### src/rtl/pfdc_pkg.sv
package pfdc_pkg;

  // Default depth of the job queue between front and back
  localparam int QueueDepthDefault = 2;

  // Key square storage
  localparam int SqDepth  = 25;
  localparam int PosDepth = 26;

  // Op codes of the input item
  localparam logic [2:0] OpClear  = 3'd0;
  localparam logic [2:0] OpKey    = 3'd1;
  localparam logic [2:0] OpFinish = 3'd2;
  localparam logic [2:0] OpText   = 3'd3;
  localparam logic [2:0] OpEnd    = 3'd4;

  // Letter codes, A = 0
  localparam logic [4:0] LetI = 5'd8;
  localparam logic [4:0] LetJ = 5'd9;
  localparam logic [4:0] LetQ = 5'd16;
  localparam logic [4:0] LetX = 5'd23;
  localparam logic [4:0] LetZ = 5'd25;

  localparam logic [7:0] AsciiUpA = 8'h41;
  localparam logic [7:0] AsciiUpZ = 8'h5A;
  localparam logic [7:0] AsciiLoA = 8'h61;
  localparam logic [7:0] AsciiLoZ = 8'h7A;
  localparam logic [7:0] AsciiCaseOfs = 8'h20;
  localparam logic [6:0] AsciiBase = 7'h41;

  // One unit of work for the back end: an error result or a letter pair
  typedef struct packed {
    logic       err;
    logic [4:0] a;
    logic [4:0] b;
  } pfdc_job_t;

  // Key square write port, driven by the front end into both tables
  typedef struct packed {
    logic       we;
    logic [4:0] sq_addr;
    logic [4:0] sq_data;
    logic [4:0] pos_addr;
    logic [4:0] pos_data;
  } pfdc_key_wr_t;

  // Row of a square position 0..24
  function automatic logic [2:0] pos_row(input logic [4:0] p);
    logic [2:0] r;
    if (p >= 5'd20) begin
      r = 3'd4;
    end else if (p >= 5'd15) begin
      r = 3'd3;
    end else if (p >= 5'd10) begin
      r = 3'd2;
    end else if (p >= 5'd5) begin
      r = 3'd1;
    end else begin
      r = 3'd0;
    end
    return r;
  endfunction

  // Square position from row and column
  function automatic logic [4:0] pos_index(input logic [2:0] r, input logic [2:0] c);
    return ({2'b00, r} << 2) + {2'b00, r} + {2'b00, c};
  endfunction

  // Column of a square position 0..24
  function automatic logic [2:0] pos_col(input logic [4:0] p);
    logic [4:0] t;
    t = p - pos_index(pos_row(p), 3'd0);
    return t[2:0];
  endfunction

  // (v + sh) mod 5 for v in 0..4, sh in 1..4
  function automatic logic [2:0] add_mod5(input logic [2:0] v, input logic [2:0] sh);
    logic [3:0] s;
    s = {1'b0, v} + {1'b0, sh};
    if (s >= 4'd5) begin
      s = s - 4'd5;
    end
    return s[2:0];
  endfunction

endpackage

### src/rtl/pfdc_ram.sv
module pfdc_ram #(
  parameter int Width = 8,
  parameter int Depth = 32,
  localparam int AddrW = $clog2(Depth)
) (
  input  logic             clk,
  input  logic             we,
  input  logic [AddrW-1:0] waddr,
  input  logic [Width-1:0] wdata,
  input  logic [AddrW-1:0] raddr,
  output logic [Width-1:0] rdata
);

  logic [Width-1:0] mem [Depth];

  always_ff @(posedge clk) begin
    if (we) begin
      mem[waddr] <= wdata;
    end
    rdata <= mem[raddr];
  end

endmodule

### src/rtl/pfdc_queue.sv
module pfdc_queue import pfdc_pkg::*; #(
  parameter int Depth = QueueDepthDefault
) (
  input  logic      clk,
  input  logic      rst,
  input  logic      push_valid,
  output logic      push_ready,
  input  pfdc_job_t push_data,
  output logic      pop_valid,
  input  logic      pop_ready,
  output pfdc_job_t pop_data
);

  localparam int PtrW = $clog2(Depth);
  localparam int CntW = $clog2(Depth + 1);

  pfdc_job_t       entries [Depth];
  logic [PtrW-1:0] wr_ptr;
  logic [PtrW-1:0] rd_ptr;
  logic [CntW-1:0] count;
  logic            push;
  logic            pop;

  assign push_ready = (count != CntW'(Depth));
  assign pop_valid  = (count != '0);
  assign pop_data   = entries[rd_ptr];
  assign push       = push_valid && push_ready;
  assign pop        = pop_valid && pop_ready;

  always_ff @(posedge clk) begin
    if (push) begin
      entries[wr_ptr] <= push_data;
    end
  end

  always_ff @(posedge clk) begin
    if (rst) begin
      wr_ptr <= '0;
      rd_ptr <= '0;
      count  <= '0;
    end else begin
      if (push) begin
        wr_ptr <= (wr_ptr == PtrW'(Depth - 1)) ? '0 : wr_ptr + 1'b1;
      end
      if (pop) begin
        rd_ptr <= (rd_ptr == PtrW'(Depth - 1)) ? '0 : rd_ptr + 1'b1;
      end
      unique case ({push, pop})
        2'b10:   count <= count + 1'b1;
        2'b01:   count <= count - 1'b1;
        default: count <= count;
      endcase
    end
  end

endmodule

### src/rtl/pfdc_front.sv
module pfdc_front import pfdc_pkg::*; (
  input  logic         clk,
  input  logic         rst,
  input  logic         s_tvalid,
  output logic         s_tready,
  input  logic [15:0]  s_tdata,
  input  logic         quiet,
  output logic         job_valid,
  input  logic         job_ready,
  output pfdc_job_t    job,
  output pfdc_key_wr_t key_wr
);

  typedef enum logic [1:0] {S_IDLE, S_EXEC, S_FILL} state_t;

  state_t      state;
  logic [2:0]  item_op;
  logic [7:0]  item_ch;
  logic [25:0] present;
  logic [4:0]  key_count;
  logic        key_ready;
  logic [4:0]  pend_letter;
  logic        pend_valid;
  logic [4:0]  fill_code;

  logic [7:0]  key_upper;
  logic [7:0]  key_off;
  logic        key_is_letter;
  logic [4:0]  key_code;
  logic [7:0]  text_off;
  logic        text_is_letter;
  logic [4:0]  text_code;
  logic [4:0]  place_code;
  logic        place_ok;
  logic        exec_done;

  assign s_tready = (state == S_IDLE);

  // Key byte: fold to upper case, J becomes I
  assign key_upper = (item_ch >= AsciiLoA && item_ch <= AsciiLoZ) ? item_ch - AsciiCaseOfs
                                                                 : item_ch;
  assign key_is_letter = (key_upper >= AsciiUpA) && (key_upper <= AsciiUpZ);
  assign key_off  = key_upper - AsciiUpA;
  assign key_code = (key_off[4:0] == LetJ) ? LetI : key_off[4:0];

  // Text byte: upper case only
  assign text_is_letter = (item_ch >= AsciiUpA) && (item_ch <= AsciiUpZ);
  assign text_off  = item_ch - AsciiUpA;
  assign text_code = (text_off[4:0] == LetJ) ? LetI : text_off[4:0];

  assign place_code = (state == S_FILL) ? fill_code : key_code;
  assign place_ok   = !present[place_code] && (key_count < 5'(SqDepth));

  always_comb begin
    key_wr.we       = 1'b0;
    key_wr.sq_addr  = key_count;
    key_wr.sq_data  = place_code;
    key_wr.pos_addr = place_code;
    key_wr.pos_data = key_count;
    if (state == S_EXEC && item_op == OpKey && quiet && !key_ready && key_is_letter) begin
      key_wr.we = place_ok;
    end else if (state == S_FILL && fill_code != LetJ) begin
      key_wr.we = place_ok;
    end
  end

  // Classify text and end items into queue jobs
  always_comb begin
    job_valid = 1'b0;
    job       = '0;
    if (state == S_EXEC) begin
      if (item_op == OpText) begin
        if (!key_ready || !text_is_letter) begin
          job_valid = 1'b1;
          job.err   = 1'b1;
        end else if (pend_valid) begin
          job_valid = 1'b1;
          if (pend_letter == text_code) begin
            job.a = text_code;
            job.b = (text_code == LetX) ? LetQ : LetX;
          end else begin
            job.a = pend_letter;
            job.b = text_code;
          end
        end
      end else if (item_op == OpEnd) begin
        if (!key_ready) begin
          job_valid = 1'b1;
          job.err   = 1'b1;
        end else if (pend_valid) begin
          job_valid = 1'b1;
          job.a     = pend_letter;
          job.b     = LetZ;
        end
      end
    end
  end

  // Key changes wait for the back end to drain; jobs wait for queue space
  always_comb begin
    if (item_op == OpClear || item_op == OpKey || item_op == OpFinish) begin
      exec_done = quiet;
    end else if (job_valid) begin
      exec_done = job_ready;
    end else begin
      exec_done = 1'b1;
    end
  end

  always_ff @(posedge clk) begin
    if (rst) begin
      state       <= S_IDLE;
      present     <= '0;
      key_count   <= '0;
      key_ready   <= 1'b0;
      pend_letter <= '0;
      pend_valid  <= 1'b0;
      fill_code   <= '0;
    end else begin
      if (key_wr.we) begin
        present[place_code] <= 1'b1;
        key_count           <= key_count + 1'b1;
      end
      unique case (state)
        S_IDLE: begin
          if (s_tvalid) begin
            item_op <= s_tdata[2:0];
            item_ch <= s_tdata[10:3];
            state   <= S_EXEC;
          end
        end
        S_EXEC: begin
          if (exec_done) begin
            if (item_op == OpFinish && !key_ready) begin
              fill_code <= '0;
              state     <= S_FILL;
            end else begin
              state <= S_IDLE;
            end
            unique case (item_op)
              OpClear: begin
                present     <= '0;
                key_count   <= '0;
                key_ready   <= 1'b0;
                pend_letter <= '0;
                pend_valid  <= 1'b0;
              end
              OpText: begin
                if (key_ready && text_is_letter) begin
                  if (!pend_valid) begin
                    pend_letter <= text_code;
                    pend_valid  <= 1'b1;
                  end else if (pend_letter != text_code) begin
                    pend_valid <= 1'b0;
                  end
                end
              end
              OpEnd: begin
                if (key_ready) begin
                  pend_valid <= 1'b0;
                end
              end
              default: ;
            endcase
          end
        end
        S_FILL: begin
          fill_code <= fill_code + 1'b1;
          if (fill_code == LetZ) begin
            key_ready <= 1'b1;
            state     <= S_IDLE;
          end
        end
        default: state <= S_IDLE;
      endcase
    end
  end

endmodule

### src/rtl/pfdc_back.sv
module pfdc_back import pfdc_pkg::*; (
  input  logic       clk,
  input  logic       rst,
  input  logic       job_valid,
  output logic       job_ready,
  input  pfdc_job_t  job,
  input  logic       decrypt_mode,
  output logic [4:0] pos_raddr,
  input  logic [4:0] pos_rdata,
  output logic [4:0] sq_raddr,
  input  logic [4:0] sq_rdata,
  output logic       m_tvalid,
  input  logic       m_tready,
  output logic [7:0] m_tdata,
  output logic       m_tuser,
  output logic       m_tlast,
  output logic       idle
);

  typedef enum logic [2:0] {
    B_IDLE, B_POSA, B_POSB, B_SQA, B_SQB, B_EMITA, B_EMITB
  } state_t;

  state_t     state;
  logic [4:0] job_b;
  logic [4:0] pa;
  logic [4:0] nb_r;
  logic [6:0] res_a;
  logic [6:0] res_b_letter;
  logic       res_b_err;
  logic [6:0] out_letter;
  logic       out_err;
  logic       out_last;

  logic [2:0] ra, ca, rb, cb, sh;
  logic [4:0] na, nb;
  logic       out_free;
  logic       out_load;

  assign ra = pos_row(pa);
  assign ca = pos_col(pa);
  assign rb = pos_row(pos_rdata);
  assign cb = pos_col(pos_rdata);
  assign sh = decrypt_mode ? 3'd4 : 3'd1;

  // Row, column and rectangle rules
  always_comb begin
    if (ra == rb) begin
      na = pos_index(ra, add_mod5(ca, sh));
      nb = pos_index(rb, add_mod5(cb, sh));
    end else if (ca == cb) begin
      na = pos_index(add_mod5(ra, sh), ca);
      nb = pos_index(add_mod5(rb, sh), cb);
    end else begin
      na = pos_index(ra, cb);
      nb = pos_index(rb, ca);
    end
  end

  assign pos_raddr = (state == B_IDLE) ? job.a : job_b;
  assign sq_raddr  = (state == B_SQA) ? nb_r : na;
  assign job_ready = (state == B_IDLE);
  assign idle      = (state == B_IDLE);
  assign out_free  = !m_tvalid || m_tready;
  assign out_load  = out_free && (state == B_EMITA || state == B_EMITB);

  assign m_tdata = {1'b0, out_letter};
  assign m_tuser = out_err;
  assign m_tlast = out_last;

  always_ff @(posedge clk) begin
    if (rst) begin
      state    <= B_IDLE;
      m_tvalid <= 1'b0;
    end else begin
      if (out_load) begin
        m_tvalid <= 1'b1;
      end else if (m_tready) begin
        m_tvalid <= 1'b0;
      end
      unique case (state)
        B_IDLE: begin
          if (job_valid) begin
            job_b <= job.b;
            if (job.err) begin
              res_b_letter <= '0;
              res_b_err    <= 1'b1;
              state        <= B_EMITB;
            end else begin
              state <= B_POSA;
            end
          end
        end
        B_POSA: begin
          pa    <= pos_rdata;
          state <= B_POSB;
        end
        B_POSB: begin
          nb_r  <= nb;
          state <= B_SQA;
        end
        B_SQA: begin
          res_a <= AsciiBase + {2'b00, sq_rdata};
          state <= B_SQB;
        end
        B_SQB: begin
          res_b_letter <= AsciiBase + {2'b00, sq_rdata};
          res_b_err    <= 1'b0;
          state        <= B_EMITA;
        end
        B_EMITA: begin
          if (out_free) begin
            out_letter <= res_a;
            out_err    <= 1'b0;
            out_last   <= 1'b0;
            state      <= B_EMITB;
          end
        end
        B_EMITB: begin
          if (out_free) begin
            out_letter <= res_b_letter;
            out_err    <= res_b_err;
            out_last   <= 1'b1;
            state      <= B_IDLE;
          end
        end
        default: state <= B_IDLE;
      endcase
    end
  end

endmodule

### src/rtl/playfair_digraph_cipher_top.sv
// Playfair cipher engine over a 5x5 key square.
// Input stream (s_*): one item per op. s_tdata[2:0] = op, s_tdata[10:3] = char_in.
//   Ops: clear key, key byte, finish key, text letter, end of text.
// Output stream (m_*): cipher letters in m_tdata[6:0] (ASCII A..Z), m_tuser flags
//   an error result (letter 0), m_tlast marks the last result of one input item.
// Config: cfg_we/cfg_wdata write decrypt_mode (0 encrypt, 1 decrypt); write only
//   while the block is idle.
// Flow: the front end takes one item at a time; s_tready stays low until the item
//   is executed. Finish key sweeps all 26 letter codes and holds the front end
//   meanwhile. A pair job in the back end makes two reads of the letter-position
//   table and two reads of the square, one port each, then two output beats; an
//   error job goes straight to its single output beat. The back end takes no new
//   job until the last beat of the current one is loaded, so sustained text is
//   bound by the serial back end, most of all when every letter is doubled.
// Key ops wait in the front end until the job queue and back end have drained, so
//   the square never changes under a pending lookup.
// Reset: empty square, key not finished, nothing pending, encrypt mode. The square
//   tables themselves are not cleared; they are fully written before any lookup.
// Stall: a held m_tready freezes the output register and the back end; the queue
//   keeps taking items until full, then the front end drops s_tready.
module playfair_digraph_cipher_top import pfdc_pkg::*; #(
  parameter int QueueDepth = QueueDepthDefault
) (
  input  logic        clk,
  input  logic        rst,
  input  logic        s_tvalid,
  output logic        s_tready,
  input  logic [15:0] s_tdata,   // [2:0] op, [10:3] char_in
  output logic        m_tvalid,
  input  logic        m_tready,
  output logic [7:0]  m_tdata,   // [6:0] letter_out
  output logic        m_tuser,   // [0] error
  output logic        m_tlast,
  input  logic        cfg_we,
  input  logic        cfg_wdata
);

  logic         decrypt_mode;
  pfdc_key_wr_t key_wr;
  logic         push_valid;
  logic         push_ready;
  pfdc_job_t    push_job;
  logic         pop_valid;
  logic         pop_ready;
  pfdc_job_t    pop_job;
  logic         back_idle;
  logic         back_quiet;
  logic [4:0]   pos_raddr;
  logic [4:0]   pos_rdata;
  logic [4:0]   sq_raddr;
  logic [4:0]   sq_rdata;

  // Hold the mode register; to be written only between runs, which the block does not enforce
  always_ff @(posedge clk) begin
    if (rst) begin
      decrypt_mode <= 1'b0;
    end else if (cfg_we) begin
      decrypt_mode <= cfg_wdata;
    end
  end

  // Back end has nothing in flight and nothing queued
  assign back_quiet = back_idle && !pop_valid;

  pfdc_front u_front (
    .clk       (clk),
    .rst       (rst),
    .s_tvalid  (s_tvalid),
    .s_tready  (s_tready),
    .s_tdata   (s_tdata),
    .quiet     (back_quiet),
    .job_valid (push_valid),
    .job_ready (push_ready),
    .job       (push_job),
    .key_wr    (key_wr)
  );

  pfdc_queue #(
    .Depth (QueueDepth)
  ) u_queue (
    .clk        (clk),
    .rst        (rst),
    .push_valid (push_valid),
    .push_ready (push_ready),
    .push_data  (push_job),
    .pop_valid  (pop_valid),
    .pop_ready  (pop_ready),
    .pop_data   (pop_job)
  );

  // Square: position -> letter code
  pfdc_ram #(
    .Width (5),
    .Depth (SqDepth)
  ) u_sq_ram (
    .clk   (clk),
    .we    (key_wr.we),
    .waddr (key_wr.sq_addr),
    .wdata (key_wr.sq_data),
    .raddr (sq_raddr),
    .rdata (sq_rdata)
  );

  // Letter code -> position
  pfdc_ram #(
    .Width (5),
    .Depth (PosDepth)
  ) u_pos_ram (
    .clk   (clk),
    .we    (key_wr.we),
    .waddr (key_wr.pos_addr),
    .wdata (key_wr.pos_data),
    .raddr (pos_raddr),
    .rdata (pos_rdata)
  );

  pfdc_back u_back (
    .clk          (clk),
    .rst          (rst),
    .job_valid    (pop_valid),
    .job_ready    (pop_ready),
    .job          (pop_job),
    .decrypt_mode (decrypt_mode),
    .pos_raddr    (pos_raddr),
    .pos_rdata    (pos_rdata),
    .sq_raddr     (sq_raddr),
    .sq_rdata     (sq_rdata),
    .m_tvalid     (m_tvalid),
    .m_tready     (m_tready),
    .m_tdata      (m_tdata),
    .m_tuser      (m_tuser),
    .m_tlast      (m_tlast),
    .idle         (back_idle)
  );

  // Square writes only happen with no lookup pending or running
  a_key_wr_quiet: assert property (@(posedge clk) disable iff (rst)
    key_wr.we |-> back_quiet)
    else $error("key square written while back end busy");

  // An error result is a single beat carrying letter zero
  a_err_beat: assert property (@(posedge clk) disable iff (rst)
    (m_tvalid && m_tuser) |-> (m_tlast && m_tdata == 8'd0))
    else $error("malformed error result");

  // Front end never pushes a job in the cycle it takes a new item
  a_push_exec: assert property (@(posedge clk) disable iff (rst)
    s_tready |-> !push_valid)
    else $error("job pushed outside execute step");

endmodule
### config.mk
export PLATFORM = sky130hd
export DESIGN_NAME = playfair_digraph_cipher_top
export DESIGN_NICKNAME = d
export VERILOG_FILES = /design/src/rtl/pfdc_pkg.sv /design/src/rtl/pfdc_ram.sv /design/src/rtl/pfdc_queue.sv /design/src/rtl/pfdc_front.sv /design/src/rtl/pfdc_back.sv /design/src/rtl/playfair_digraph_cipher_top.sv
export SDC_FILE = /design/constraint.sdc
export NUM_CORES = 1
export LEC_CHECK = 0
export BUFFER_PORTS_ARGS = -buffer_cell sky130_fd_sc_hd__buf_4
export CAP_MARGIN = 10
export CORE_ASPECT_RATIO = 0.75
export CORE_MARGIN = 2
export CORE_UTILIZATION = 53
export DETAILED_ROUTE_END_ITERATION = 6
export GPL_TIMING_DRIVEN = 0
export PLACE_DENSITY = 0.69
export SYNTH_ARGS = -nofsm -noshare
export SYNTH_HDL_FRONTEND = slang
export SYNTH_SLANG_ARGS = --single-unit
### constraint.sdc
create_clock -name clk -period 8.73 [get_ports clk]
set_input_delay 0.4365 -clock clk [delete_from_list [all_inputs] [get_ports clk]]
set_output_delay 0.4365 -clock clk [all_outputs]
set_load 0.01 [all_outputs]
==> impl_metrics.csv, run 1 <==
group,metric,value,unit
cells_and_area,fillers,2690,
drt,vias_per_cell,5.977,
sta,fin_crit,7351,ps
drt,dr_total_vias,12140,
floorplan,initial_core_util,53.48,%
synth,syn-num-nets,1559,
cts,clock_path_buffers,3,
sta,period_share,84.20,%
sta,finalMaxSlewViolations,0,
cts,cts.sinks,391,
sta,hold_violations,0,
drt,wl_per_cell,20.72,um
synth,synth_compound_area_share,9.066,%
synth,ys_ff_latch,391,
cts,cts_buffers,39,
place,numPortBuffers,27,
floorplan,coreArea,34470,um^2
job,max_cap_viol_count,0,
worst_setup_path,critPathMaxFanout,10,
synth,synth_cell_types,80,
synth,syn_inst,1468,
synth,ys_dominant_reg_cell,"edfxtp_1",
synth,ys_seq_area_share,60.15,%
place,dp_slack,1400,ps
cts,cts_resized,0,
cells_and_area,multi_input_area,6893,um^2
global_route,grt_pass1_vias,11780,
cells_and_area,synthToLayoutAreaGrowth,11.98,%
place,dp_hpwl,29630,um
cells_and_area,final-seq-area,11090,um^2
floorplan,fp.dieW,219.4,um
cells_and_area,diodes,0,
global_route,grt_pass1_wl,65970,um
cts,cts_max_level,2,
worst_setup_path,worstPathArrival,7750,ps
worst_setup_path,startpoint_type,"flip-flop",
cts,cts_hold_buf,0,
worst_setup_path,worst-setup-path-type,"reg -> reg",
sta,whs,50.89,ps
floorplan,die_h,165.5,um
drt,drt_pass1_iterations,6,
worst_setup_path,crit_required,9130,ps
drt,dr.first_iter.drc_count,963,
drt,wirelength,42090,um
status,status,"completed",
global_route,grt_overflow,0,
cts,clkLatencyLatePin,560,ps
sta,slew_headroom,21.50,%
worst_setup_path,crit_path_end_kind,"flip-flop",
cells_and_area,drive_gt1_share,12.20,%
cts,clockRootBuffer,"clkbuf_16",
sta,setup_slack,1379,ps
global_route,track_usage,23.81,%
cts,clk_transition_reported_paths,70,ps
floorplan,dieArea,36310,um^2
synth,synth_fa_ha_area_share,5.144,%
synth,synth-simple-area-share,12.95,%
sta,finalClockSkew,29.36,ps
drt,post-route-drc-count,0,
synth,synth_xor_area_share,2.233,%
sta,setup_violations,0,
synth,synth_mux_area_share,7.913,%
global_route,grt_max_degree,36,
global_route,antenna_found_initial,0,
sta,rsz0062_at_grt,"false",
hold_path,hp-class,"in -> reg",
floorplan,num_rows,59,
floorplan,ios,34,
sta,clock.fmax,136.0,MHz
place,gp_congestion,0.9084,
synth,yosys_warnings,0,
sta,fin_setup_tns,0,ps
sta,worst_pin_slew,1168,ps
synth,avgSynthCellArea,12.56,um^2
synth,synthesis.area,18440,um^2
synth,synth_top_family_by_area,"simple AND/OR/NAND/NOR gates",
cts,cts_setup_buffers,0,
cells_and_area,fin_nets,1634,
cts,cts_tree,"done",
drt,postRouteAntennaNets,0,
synth,synth-edff-count,326,
synth,synthArstFlopShare,0,%
[layout make-up]
class	count	area share [%]
sequential	391	53.71
multi-input combinational	957	33.38
tap	457	2.769
buffer	56	1.103
inverter	64	1.163
clock buffer	55	5.557
timing repair buffer	34	1.285
clock inverter	17	1.024
[cell usage in the layout, fill, tap and decap left out, drive strengths merged, types with 11 or more instances in the layout]
cell | netlist | layout
o21a | 20 | 20
nor4 | 29 | 29
xor2 | 20 | 20
o211ai | 11 | 11
ha | 59 | 59
mux4 | 34 | 34
nand3 | 56 | 56
and2 | 24 | 24
nand4 | 12 | 12
nor3 | 36 | 36
dfxtp | 65 | 65
nand2b | 15 | 15
inv | 62 | 63
mux2 | 25 | 25
buf | 8 | 41
nor2 | 145 | 145
mux2i | 40 | 40
xnor2 | 27 | 27
nand2 | 122 | 122
clkbuf | 48 | 104
edfxtp | 326 | 326
a21oi | 71 | 71
o21ai | 50 | 50
[stage by stage]
step,cells,util [%],area [um^2]
6_report,2031,59.89,20650
3_5_place_dp,1956,55.82,19240
2_1_floorplan,1468,-,18440
3_3_place_gp,1952,55.73,19210
4_1_cts,2028,59.76,20600
5_1_grt,2031,59.89,20650
[cell families after synthesis]
logic type                 count (synthesis)
adders and majority gates                 70
AOI/OAI and AO/OA                        249
DFF                                      391
buffers and inverters                    120
xor gates and xnor gates                  47
other                                      1
and+or+nand+nor                          491
muxes                                     99
[per-layer routing]
| layer | part of all wire (%) | vias to the layer above | GRT usage, % |
|---|---|---|---|
| li1 | - | 5661 | - |
| met1 | 45 | 5930 | 34.37 |
| met2 | 45 | 482 | 37.54 |
| met3 | 7.7 | 66 | 4.231 |
| met4 | 2.0 | 0 | 6.204 |
| met5 | 0 | - | 0 |
[flip-flops by register name (all words and copies together), names as in the netlist, 6 cells and up, named ones only]
signal,count
u_back.out_letter,7
u_sq_ram.mem,125
u_back.res_b_letter,7
u_front.present,26
u_front.item_ch,8
u_queue.entries,22
u_pos_ram.mem,130
u_back.res_a,6
[final timing paths]
check,startpoint,endpoint,slack (ps),cells after the start
setup / recovery,u_back.pa[2],u_sq_ram.rdata[4],1380,23
hold / removal,s_tdata[5],u_front.item_ch[2],50,1
setup reg to reg,u_back.pa[2],u_sq_ram.rdata[4],1380,23
hold reg to reg,u_front.present[17],u_front.present[17],470,1
[cells in the mapped netlist (all sizes together), types with 9 or more instances]
| library cell | number | area share (%) |
|---|---|---|
| nand2b | 15 | 0.51 |
| xor2 | 20 | 0.95 |
| o211ai | 11 | 0.45 |
| fa | 10 | 1.1 |
| nor3 | 36 | 1.1 |
| nor2 | 145 | 3.0 |
| or3 | 9 | 0.31 |
| nand4 | 12 | 0.44 |
| edfxtp | 326 | 53 |
| a21oi | 71 | 1.9 |
| inv | 62 | 1.3 |
| xnor2 | 27 | 1.3 |
| mux2 | 25 | 1.5 |
| o21ai | 50 | 1.4 |
| a211oi | 10 | 0.41 |
| mux4 | 34 | 4.2 |
| o21a | 20 | 0.81 |
| nor2b | 9 | 0.31 |
| ha | 59 | 4.0 |
| nand3 | 56 | 1.5 |
| clkbuf | 48 | 0.98 |
| and2 | 24 | 0.81 |
| nand2 | 122 | 2.5 |
| a31oi | 9 | 0.31 |
| mux2i | 40 | 2.2 |
| nor4 | 29 | 0.98 |
| a21o | 10 | 0.41 |
| dfxtp | 65 | 7.1 |
[worst max-delay path, stage by stage, from the launching register on]
cell       delay [ps]
edfxtp_1          500
or3b_2            490
o21ai_0           200
a31oi_1           120
inv_1             210
ha_1              200
fa_1              440
inv_1             210
ha_1              280
inv_1              90
ha_1              160
nor2b_1           170
o2bb2ai_1          80
a211oi_1          470
mux2_2            430
fa_1              650
a31oi_1           110
a21boi_0          250
nor2_1            790
buf_2             460
mux2i_1           150
mux2i_1           210
o221ai_1          200
nor4_1            330
Power of run 1 is left out: the tool's default activity adds up to more than one toggle a clock period on the data nets, which glitch-free logic cannot reach.
==> run 2, diff against run 1 <==
clock period = 7.7 ns   (was 8.73 ns; I/O delays follow)
==> run 2 against run 1 <==
- largest cell class unchanged
- routed wire length rose by 0.23%
- first-iteration DRC count rose by 3.6%
- die area stayed put
- critical path depth up 2
- utilization up 0.33 points
- setup slack worse by 870 ps
- count of clock-buffer cells in the layout unchanged
- sequential cell count is the same
==> impl_metrics.csv, run 2 (same netlist as run 1, synthesis figures left out) <==
group,metric,value,unit
status,status,"completed",
worst_setup_path,cp_slowest_stage_delay,530,ps
worst_setup_path,worst-setup-path-type,"reg -> reg",
cts,cts_max_level,2,
cts,cts_tree,"done",
cts,cts.sinks,391,
job,max_cap_viol_count,0,
global_route,grt_pass1_vias,11850,
sta,fin_crit,7188,ps
sta,clock.fmax,139.1,MHz
sta,finalMaxSlewViolations,0,
worst_setup_path,worstPathArrival,7580,ps
cells_and_area,fillers,2671,
floorplan,initial_core_util,53.48,%
cts,cts_buffers,39,
place,dp_hpwl,29630,um
worst_setup_path,critPathMostFrequentCell,"inv_1",
drt,postRouteAntennaNets,0,
place,gp_congestion,0.9084,
sta,worst_pin_slew,1137,ps
cts,clkLatencyLatePin,560,ps
worst_setup_path,cp_slowest_cell,"clkbuf_1",
cts,clockRootBuffer,"clkbuf_16",
cts,clock_path_buffers,3,
sta,hold_violations,0,
cells_and_area,largest_register_ffs,130,
place,numPortBuffers,27,
cells_and_area,top_register,"u_pos_ram.mem",
global_route,grt_overflow,0,
cells_and_area,fin_nets,1645,
floorplan,dieArea,36310,um^2
floorplan,coreArea,34470,um^2
global_route,grt_util_met3,4.249,%
worst_setup_path,crit_required,8100,ps
sta,slew_headroom,23.65,%
cts,clk_transition_reported_paths,60,ps
cells_and_area,top_regs,"u_pos_ram.mem: 130 flops, u_sq_ram.mem: 125 flops, u_front.present: 26 flops",
sta,rsz0062_at_grt,"false",
drt,wl_per_cell,20.66,um
cells_and_area,final_common_cell,"edfxtp_1",
global_route,track_usage,23.93,%
floorplan,die_h,165.5,um
floorplan,fp.dieW,219.4,um
global_route,top_usage_layer,"met2",
sta,fin_setup_tns,0,ps
drt,vias_per_cell,5.959,
drt,drt_pass1_iterations,7,
sta,setup_violations,0,
cts,cts_setup_buffers,0,
worst_setup_path,startpoint_type,"flip-flop",
worst_setup_path,crit_path_end_kind,"flip-flop",
global_route,grt_use_met1,34.43,%
cells_and_area,drive_gt1_share,12.18,%
floorplan,num_rows,59,
cells_and_area,layout_common_cells,"edfxtp_1 (326), nor2_1 (144), nand2_1 (121)",
drt,dr.first_iter.drc_count,998,
worst_setup_path,cp_top_family,"buffers and inverters",
global_route,use_met2,37.85,%
global_route,grt_max_degree,36,
sta,finalClockSkew,31.10,ps
global_route,antenna_found_initial,0,
drt,post-route-drc-count,0,
worst_setup_path,path_buf_inv,6,
global_route,grt_pass1_wl,66270,um
cells_and_area,diodes,0,
cells_and_area,synthToLayoutAreaGrowth,12.59,%
worst_setup_path,critPathMaxFanout,10,
drt,wirelength,42180,um
sta,period_share,93.36,%
floorplan,ios,34,
hold_path,hp-class,"in -> reg",
drt,dr_total_vias,12170,
## run 2: per-layer routing
metal	vias to the layer above	share of wire, %
met5	-	0
li1	5679	-
met1	5954	45
met2	456	45
met4	0	2.1
met3	79	7.1
## run 2: final timing paths
| check | slack (ps) | start | endpoint | cells after the start |
|---|---|---|---|---|
| worst max register to register | 510 | u_back.pa[2] | u_sq_ram.rdata[2] | 25 |
| worst min-delay path | 80 | cfg_wdata | decrypt_mode | 3 |
| worst min register to register | 460 | u_front.present[17] | u_front.present[17] | 1 |
| worst max-delay path | 510 | u_back.pa[2] | u_sq_ram.rdata[2] | 25 |
## run 2: through the flow
stage	std cells	util, %	hold slack [ps]	setup WS [ps]	cell area (um^2)
final	2042	60.22	79.67	511.6	20760
after global routing	2042	60.22	116.9	37.67	20760
after CTS	2039	60.08	61.82	357.6	20710
after detailed placement	1956	55.82	451.2	369.5	19240
after global placement	1952	55.73	440.9	597.7	19210
after floorplan	1468	-	431.6	1887	18440
## run 2: worst register-to-register path, stage by stage, from the launching register on
cell and delay (ps):
edfxtp_1 500, or3b_2 490, o21ai_0 190, a31oi_1 120, inv_1 220, ha_1 200, fa_1 450, inv_1 210
ha_1 280, inv_1 90, ha_1 160, nor2b_1 170, o2bb2ai_1 70, a211oi_1 470, mux2_2 430, fa_1 430
xor2_1 250, inv_1 80, a31o_2 290, a21oi_1 220, clkbuf_1 530, clkbuf_1 470, nand2_1 110, nand3_1 100
a21oi_1 90, nor4_1 410
## run 2: cell type report
class | instances | area (um^2) | area share (%)
Timing Repair Buffer | 45 | 375.4 | 1.808
Multi-Input combinational cell | 957 | 6895 | 33.21
Clock inverter | 17 | 211.5 | 1.019
Buffer | 56 | 227.7 | 1.097
Inverter | 64 | 240.2 | 1.157
Clock buffer | 55 | 1147 | 5.527
Sequential cell | 391 | 11090 | 53.42
Tap cell | 457 | 571.8 | 2.754
## run 2: timing repair
item / in CTS / in global routing
hold buffers: 11 / 0
gates resized for setup: 0 / 2
hold endpoints to repair: 11 / 0
setup endpoints to repair: 0 / 5
Power of run 2 is left out for the same reason.
